### config.mk
export PLATFORM = sky130hd
export DESIGN_NAME = vertical_three_row_sum_top
export DESIGN_NICKNAME = d
export VERILOG_FILES = /design/src/rtl/core/vtrs_pkg.sv /design/src/rtl/core/vtrs_cell.sv /design/src/rtl/core/vtrs_ctrl.sv /design/src/rtl/core/vertical_three_row_sum_top.sv
export VERILOG_INCLUDE_DIRS = /design/src /design/src/rtl/core
export SDC_FILE = /design/constraint.sdc
export NUM_CORES = 2
export LEC_CHECK = 0
export BUFFER_PORTS_ARGS = -buffer_cell sky130_fd_sc_hd__buf_2
export CAP_MARGIN = 20
export CORE_MARGIN = 8
export CORE_UTILIZATION = 44
export DETAILED_ROUTE_END_ITERATION = 8
export PLACE_DENSITY = 0.65
export SETUP_SLACK_MARGIN = 0.2
export SLEW_MARGIN = 20
export SYNTH_ARGS = -nofsm -noshare
export SYNTH_HDL_FRONTEND = slang
export SYNTH_SLANG_ARGS = --single-unit
### constraint.sdc
create_clock -name clk -period 247.3 [get_ports clk]
set_input_delay 12.365 -clock clk [delete_from_list [all_inputs] [get_ports clk]]
set_output_delay 12.365 -clock clk [all_outputs]
set_load 0.05 [all_outputs]
### src/rtl/core/vertical_three_row_sum_top_assert.svh
// Assertion macros for the vertical three-row sum block
`ifndef VERTICAL_THREE_ROW_SUM_TOP_ASSERT_SVH
`define VERTICAL_THREE_ROW_SUM_TOP_ASSERT_SVH

// antecedent implies consequent in the same cycle
`define VTRS_ASSERT_IMPL(label, clk, rst_n, ante, cons) \
	label: assert property (@(posedge clk) disable iff (!rst_n) (ante) |-> (cons)) \
		else $error("assertion failed");

// antecedent implies consequent in the next cycle
`define VTRS_ASSERT_NEXT(label, clk, rst_n, ante, cons) \
	label: assert property (@(posedge clk) disable iff (!rst_n) (ante) |=> (cons)) \
		else $error("assertion failed");

`endif

### src/rtl/core/vtrs_pkg.sv
// Types and constants shared by the vertical three-row sum block
package vtrs_pkg;

	localparam int unsigned DATA_W        = 32;
	localparam int unsigned ROW_CNT_W     = 16;
	localparam int unsigned ROW_COUNT_MIN = 3;
	localparam int unsigned FIRST_OUT_ROW = 2;

	typedef logic [DATA_W-1:0]    word_t;
	typedef logic [ROW_CNT_W-1:0] row_cnt_t;

	typedef struct packed {
		logic emit;
		logic row_end;
		logic frame_end;
	} vtrs_tag_t;

endpackage

### src/rtl/core/vtrs_cell.sv
// One word cell of the line buffer shift chain
module vtrs_cell (
	input  logic          clk,
	input  logic          shift,
	input  vtrs_pkg::word_t d,
	output vtrs_pkg::word_t q
);
	import vtrs_pkg::*;

	word_t word_q;

	always_ff @(posedge clk) begin
		if (shift) begin
			word_q <= d;
		end
	end

	assign q = word_q;

endmodule

### src/rtl/core/vtrs_ctrl.sv
// Column and row counters with row-end and frame-end marking
module vtrs_ctrl #(
	parameter int unsigned ROW_WIDTH = 64
) (
	input  logic                 clk,
	input  logic                 arst_n,
	input  logic                 advance,
	input  vtrs_pkg::row_cnt_t   row_count,
	output vtrs_pkg::vtrs_tag_t  tag
);
	import vtrs_pkg::*;

	localparam int unsigned COL_W = (ROW_WIDTH > 1) ? $clog2(ROW_WIDTH) : 1;
	localparam logic [COL_W-1:0] LAST_COL = COL_W'(ROW_WIDTH - 1);

	logic [COL_W-1:0] col_q;
	row_cnt_t         row_q;
	row_cnt_t         rc;
	logic [ROW_CNT_W:0] row_next;
	logic             last_col;
	logic             last_row;

	assign rc       = (row_count < ROW_CNT_W'(ROW_COUNT_MIN)) ? ROW_CNT_W'(ROW_COUNT_MIN)
	                                                          : row_count;
	assign row_next = {1'b0, row_q} + (ROW_CNT_W+1)'(1);
	assign last_col = (col_q == LAST_COL);
	assign last_row = (row_next >= {1'b0, rc});

	assign tag.emit      = (row_q >= ROW_CNT_W'(FIRST_OUT_ROW));
	assign tag.row_end   = last_col;
	assign tag.frame_end = last_col && last_row;

	always_ff @(posedge clk or negedge arst_n) begin
		if (!arst_n) begin
			col_q <= '0;
			row_q <= '0;
		end else if (advance) begin
			if (last_col) begin
				col_q <= '0;
				row_q <= last_row ? '0 : row_next[ROW_CNT_W-1:0];
			end else begin
				col_q <= col_q + COL_W'(1);
			end
		end
	end

endmodule

### src/rtl/core/vertical_three_row_sum_top.sv
// Top level of the vertical three-row sum block
//
// Channel | Direction | Beat contents
// s_*     | in        | tdata[31:0] sample
// m_*     | out       | tdata[31:0] sum, tlast row_end, tuser frame_end
// cfg_*   | in        | cfg_data[15:0] row_count
//
// One input beat per cycle while s_tready is high; each result is registered.
// Two line buffers form a shift chain of 2*ROW_WIDTH cells advanced per beat.
// An output register plus a skid register absorb a stall; s_tready drops once skid is full.
// Reset clears counters and valid flags; line buffer contents stay undefined.
module vertical_three_row_sum_top #(
	parameter int unsigned ROW_WIDTH = 64
) (
	input  logic                 clk,
	input  logic                 arst_n,
	input  logic                 s_tvalid,
	output logic                 s_tready,
	input  logic [31:0]          s_tdata,   // [31:0] sample
	output logic                 m_tvalid,
	input  logic                 m_tready,
	output logic [31:0]          m_tdata,   // [31:0] sum
	output logic                 m_tlast,
	output logic                 m_tuser,   // [0] frame_end
	input  logic                 cfg_valid,
	output logic                 cfg_ready,
	input  vtrs_pkg::row_cnt_t   cfg_data
);
	import vtrs_pkg::*;

	`include "vertical_three_row_sum_top_assert.svh"

	localparam int unsigned CHAIN_LEN = 2 * ROW_WIDTH;

	word_t     chain [CHAIN_LEN];
	row_cnt_t  row_count_q;
	vtrs_tag_t tag;
	logic      in_beat;
	logic      new_item;
	word_t     sum;

	logic      out_valid_q, skid_valid_q;
	word_t     out_sum_q, skid_sum_q;
	logic      out_last_q, skid_last_q;
	logic      out_user_q, skid_user_q;
	logic      load_main;

	assign cfg_ready = 1'b1;
	assign s_tready  = !skid_valid_q;
	assign in_beat   = s_tvalid && s_tready;
	assign new_item  = in_beat && tag.emit;

	always_ff @(posedge clk or negedge arst_n) begin
		if (!arst_n) begin
			row_count_q <= ROW_CNT_W'(ROW_COUNT_MIN);
		end else if (cfg_valid && cfg_ready) begin
			row_count_q <= cfg_data;
		end
	end

	vtrs_ctrl #(.ROW_WIDTH(ROW_WIDTH)) u_ctrl (
		.clk       (clk),
		.arst_n    (arst_n),
		.advance   (in_beat),
		.row_count (row_count_q),
		.tag       (tag)
	);

	for (genvar i = 0; i < CHAIN_LEN; i++) begin : g_cell
		if (i == 0) begin : g_head
			vtrs_cell u_cell (.clk(clk), .shift(in_beat), .d(s_tdata), .q(chain[i]));
		end else begin : g_body
			vtrs_cell u_cell (.clk(clk), .shift(in_beat), .d(chain[i-1]), .q(chain[i]));
		end
	end

	assign sum = chain[ROW_WIDTH-1] + chain[CHAIN_LEN-1] + s_tdata;

	assign load_main = !out_valid_q || m_tready;

	always_ff @(posedge clk or negedge arst_n) begin
		if (!arst_n) begin
			out_valid_q  <= 1'b0;
			skid_valid_q <= 1'b0;
		end else if (load_main) begin
			out_valid_q  <= skid_valid_q || new_item;
			skid_valid_q <= 1'b0;
		end else if (new_item) begin
			skid_valid_q <= 1'b1;
		end
	end

	always_ff @(posedge clk) begin
		if (load_main) begin
			if (skid_valid_q) begin
				out_sum_q  <= skid_sum_q;
				out_last_q <= skid_last_q;
				out_user_q <= skid_user_q;
			end else begin
				out_sum_q  <= sum;
				out_last_q <= tag.row_end;
				out_user_q <= tag.frame_end;
			end
		end else if (new_item) begin
			skid_sum_q  <= sum;
			skid_last_q <= tag.row_end;
			skid_user_q <= tag.frame_end;
		end
	end

	assign m_tvalid = out_valid_q;
	assign m_tdata  = out_sum_q;
	assign m_tlast  = out_last_q;
	assign m_tuser  = out_user_q;

	`VTRS_ASSERT_IMPL(a_frame_end_on_row_end, clk, arst_n, m_tvalid && m_tuser, m_tlast)
	`VTRS_ASSERT_IMPL(a_skid_behind_main, clk, arst_n, skid_valid_q, out_valid_q)
	`VTRS_ASSERT_NEXT(a_skid_fill_on_stall, clk, arst_n, out_valid_q && !m_tready && new_item,
		skid_valid_q)

endmodule

Word level (Yosys, flattened, before mapping):

Cells that the tools add are included.

* reduce and logical (&&, ||, !) cells: 10
* equal/unequal tests: 1
* $add $sub $neg: 4
* magnitude comparators: 3
* multiply operators: 0
* bitwise logic cells: 1
* div/mod/pow operators: 0
* mux-type cells: 8
* shift operators: 0

Operators with widths (number)
* $add A32 B32 Y32: 2
* $mux W16: 2
* $mux W32: 1
* $add A16 B1 Y17 const B: 1
* $ge A17 B16 Y1: 1
* $ge A16 B2 Y1 const B: 1
* $lt A16 B2 Y1 const B: 1
* $add A6 B1 Y6 const B: 1
* $eq A6 B6 Y1 const B: 1
* $mux W6: 1
* $mux W1: 4
* $reduce_and A2 Y1: 2
* $logic_and A1 B1 Y1: 3
* $logic_not A1 Y1: 2
* $logic_or A1 B1 Y1: 2
* $reduce_bool A2 Y1: 1
* $not A1 Y1: 1

* logic and storage cells: 166
* bits of input ports: 53
* output and inout bits: 37
* ROM bits: 0
* memories: 0
* bits in writable memories: 0
* latch bits: 0
* register bits: 4204

Logic depth before layout (Yosys ltp):

* depth in word-level cells: 5
* mapped depth: 15
* gate-level depth less buffers: 14

Modules after synthesis:

From an unflattened synthesis, not the netlist that was laid out.

* cells, all modules: 4767
* area total of the unflattened synthesis: 130351.3 um2

By module, submodules not included
* vtrs_cell: seq. area each 960.9 um2, cells each 32, instances 128, area each 960.9 um2
* vertical_three_row_sum_top: seq. area each 2494.9 um2, cells each 459, instances 1, area each 5529.1 um2
* vtrs_ctrl: seq. area each 550.5 um2, cells each 212, instances 1, area each 1824.2 um2

Least setup slack after synthesis:

Ideal clock, no wire load.

* path kind: input to register
* start: input port s_tvalid
* end: register g_cell[0].g_head.u_cell.word_q[0] (enable)
* required time: 216.696 ns
* path slack: 130.793 ns
* stages on the path: 2
* data arrival time: 85.903 ns
* setup time: 30.604 ns
* path buffers: 0
* path through: nand2_1 -> clkinv_1

* cells in the longest elaborated chain, start to end: 1

RTL lines
* from (decl): line vertical_three_row_sum_top.sv:17 `input logic s_tvalid,`
* $logic_and A1 B1 Y1: line vertical_three_row_sum_top.sv:50 `assign in_beat = s_tvalid && s_tready;`
* via g_cell[0].g_head.u_cell.shift: line vtrs_cell.sv:4 `input logic shift,`
* to (signal assigned): line vtrs_cell.sv:14 `word_q <= d;`
* to (decl): line vtrs_cell.sv:10 `word_t word_q;`

The timed path passes the listed nets, and every way through them passes these cells.
A chain may end at the register's enable or synchronous reset.

Worst setup path after layout:

* start: input port s_tvalid
* end: register g_cell[22].g_body.u_cell.word_q[2] (enable)

* cells in the longest elaborated chain, start to end: 1

RTL lines (line)
* $logic_and A1 B1 Y1: vertical_three_row_sum_top.sv:50
* via g_cell[0].g_head.u_cell.shift: vtrs_cell.sv:4
* to (signal assigned): vtrs_cell.sv:14
* to (decl): vtrs_cell.sv:10

The timed path passes the listed nets, and every way through them passes these cells.

==> results.cfg <==
[outcome]
status = finished clean

[cells_and_area]
fin_cells = 9563
drive_gt1_frac = 0.1261
synthToLayoutAreaGrowth_pct = 14.27
fin_nets = 5434

[clocking]
clk_latency_ns = 0.92
cts_root_buf = clkbuf_16
clockBufferDepth = 4
cts.repair.resized = 0
cts_buffers = 392
cts_tree = built
clkTransAtPathRegs_ns = 0.06
cts_max_level = 5
cts_hold_buf = 0
cts_setup_buffers = 0
clock-sinks = 4204

[setup_path]
path_max_fanout = 128
critical-path-max-stage-delay_ns = 0.88
crit_path_end_kind = flop
cp_cell_sequence = buf_2 > nand2_1 > inv_8 > buf_4 > buf_4 > buf_4 > buf_16 > buf_4 > buf_4 > buf_4 > buf_6
crit_path_frequent_cell = buf_4
cp_slowest_cell = buf_4
startpoint_type = input pin
cp.arrival_ns = 19.08
timing_worst_setup_path_type = in2reg
required_ns = 247.81

[sta]
setup_tns_ns = 0
fin_crit_sh = 0.07509
slew_headroom = 0.2590
layout_min_cycle_time_ns = 18.57
worst_pin_slew_ns = 1.111
fmax_mhz = 53.85
drv_slew = 0
finalSetupViolCount = 0
rsz0062_at_grt = no
fin_skew_ns = 0.08025
hold_viol = 0

[global_routing]
antenna_found_initial = 12
use_met3 = 0.01965
grt_pass1_vias = 43780
grt_pass1_wl_um = 262000
globalRoute.busiestLayer = met1
grt_usage = 0.1052
met1_usage = 0.1620
grt_max_degree = 210
gr-total-overflow = 0
gr-usage-met2 = 0.1487

[detailed_routing]
wirelength_um = 167300
first_iter_violations = 4072
vias = 44630
vias_per_cell = 4.667
drc_errors = 0
post_drt_wl_per_cell_um = 17.50
postRouteAntennaNets = 0
dr.pass1.iters = 8

[run]
drv_cap = 0

[placement]
dp.cells = 8843
place.port_buffers = 88
dpl.hpwl_um = 83530
gp_congestion = 0.7820

[logic_synthesis]
synth.avg_cell_area_um2 = 27.16
syn_nets = 4932
synth_edf_count = 4164
ys_warn_count = 0
synthCells = 4798
synthArstFlopShare = 0.009515
yosysSeqAreaShare = 0.9673
synth_ff_type = edfxtp_1
synth_area_mm2 = 0.1303
ys_ff_latch = 4204
synthDistinctLibCells = 58

[floorplan]
die-area_mm2 = 0.3138
rows = 200
die_x_um = 560.2
start_util = 0.4405
die_h_um = 560.2
ios = 90
core_mm2 = 0.2958

[worst_hold_path]
min_path_type = reg2reg

[pwr]
cellLeakagePower_nw = 42.36
irDropWorstVdd_uv = 7.063
powerDensity_mw_per_mm2 = 9.522
placed cells by master, fill, tap and decap left out, types with 8 or more instances in the layout:
cell type	n
and3_1	18
a21oi_1	40
clkinv_2	60
mux2_2	20
clkinvlp_4	16
buf_6	8
nor2_1	25
edfxtp_1	4164
buf_4	28
a22o_1	8
xnor2_1	23
buf_2	87
fa_1	32
nor4_1	10
bufinv_16	40
o21ai_0	50
ha_1	49
clkbuf_16	396
nand3_1	27
inv_1	36
xor2_1	20
nor2b_1	13
clkbuf_1	82
dfrtp_1	37
nand2_1	86
clkinv_1	93
a21o_1	17
clkinv_16	11
through the flow:
stage | power, mW | utilization | area, um2 | setup slack (ns) | hold slack [ns]
finish | 1.418 | 0.5034 | 148900 | 228.73 | 0.3608
global route | 1.466 | 0.5034 | 148900 | 228.20 | 0.3788
CTS | 1.437 | 0.5031 | 148800 | 228.28 | 0.3646
detailed placement | 0.8448 | 0.4600 | 136000 | 227.13 | 0.4045
global placement | 0.8435 | 0.4598 | 136000 | 227.44 | 0.4003
floorplan | 0.9597 | - | 130300 | 130.79 | 0.4003
routing by layer:
| layer | share of wire | up-vias |
|---|---|---|
| met5 | 0 | - |
| met4 | 0.037 | 0 |
| met3 | 0.044 | 403 |
| met2 | 0.44 | 882 |
| met1 | 0.48 | 22930 |
| li1 | - | 20420 |
flip-flops by register name, indices dropped and copies added (netlist names):
signal,cells
m_tlast,1
skid_sum_q,32
m_tuser,1
skid_valid_q,1
m_tvalid,1
skid_last_q,1
u_ctrl.col_q,6
skid_user_q,1
g_cell.g_head.u_cell.q,32
u_ctrl.row_q,16
m_tdata,32
g_cell.g_body.u_cell.q,4064
row_count_q,16
power by group:
part           switching (mW)  internal [mW]
Combinational          0.0196        0.00386
Sequential            0.00548          0.800
Clock                   0.251          0.338
Total                   0.276           1.14
cell families (layout without fill, tap and decap cells):
family	Yosys count	count (layout)	synth area share
flops	4204	4204	0.9673
simple gates	210	210	0.007788
compound gates	174	174	0.008661
fa+ha+maj	81	81	0.009622
buf+inv	64	888	0.001882
xor+xnor	43	43	0.002890
mux	21	21	0.001805
other cells	1	3	0.00002878
Yosys cell counts (6+ instances only):
cell      count  share of area
a21oi_1      40         0.0015
xnor2_1      23         0.0015
o21bai_1      6        0.00035
nand2_1      86         0.0025
edfxtp_1   4164           0.96
o21a_1        7        0.00040
fa_1         32         0.0049
nor2b_1      13        0.00062
inv_1        37         0.0011
mux2_2       20         0.0017
and3_1       18        0.00086
nor4_1       10        0.00048
a22o_1        8        0.00054
xor2_1       20         0.0013
dfrtp_1      38         0.0073
a31oi_1       7        0.00034
nand4_1       7        0.00034
nor2_1       27        0.00078
a221oi_1      6        0.00040
a21o_1       17        0.00098
o21ai_0      50         0.0019
clkbuf_1     23        0.00066
ha_1         49         0.0047
o31ai_1       6        0.00035
nand3_1      27         0.0010
critical path, delay by kind of cell:
kind / cells / cell delay (ns)
buffers and inverters: 10 / 6.16
and+or+nand+nor: 1 / 0.22
final timing paths:
path                                                 start                               to  slack (ns)  depth (start not counted)
min in group asynchronous                           arst_n                   row_count_q[8]       11.49                          1
max reg2reg                                   skid_valid_q    g_cell[22].g_body.u_cell.q[2]      239.71                         12
max                                               s_tvalid    g_cell[22].g_body.u_cell.q[2]      228.73                         11
min reg2reg                g_cell[113].g_body.u_cell.q[18]  g_cell[114].g_body.u_cell.q[18]        0.36                          0
max in group asynchronous                           arst_n                     skid_valid_q      235.35                          1
min                        g_cell[113].g_body.u_cell.q[18]  g_cell[114].g_body.u_cell.q[18]        0.36                          0
cell type report:
class	instances	area (um2)
clock inverter	238	2539
multi-input combinational	530	4030
antenna	2	5.005
sequential	4204	126000
clock buffer	478	10220
inverter	38	150.1
fill	22480	146900
tap	3939	4928
timing repair buffer	134	985.9
(Power assumes the default switching activity.)
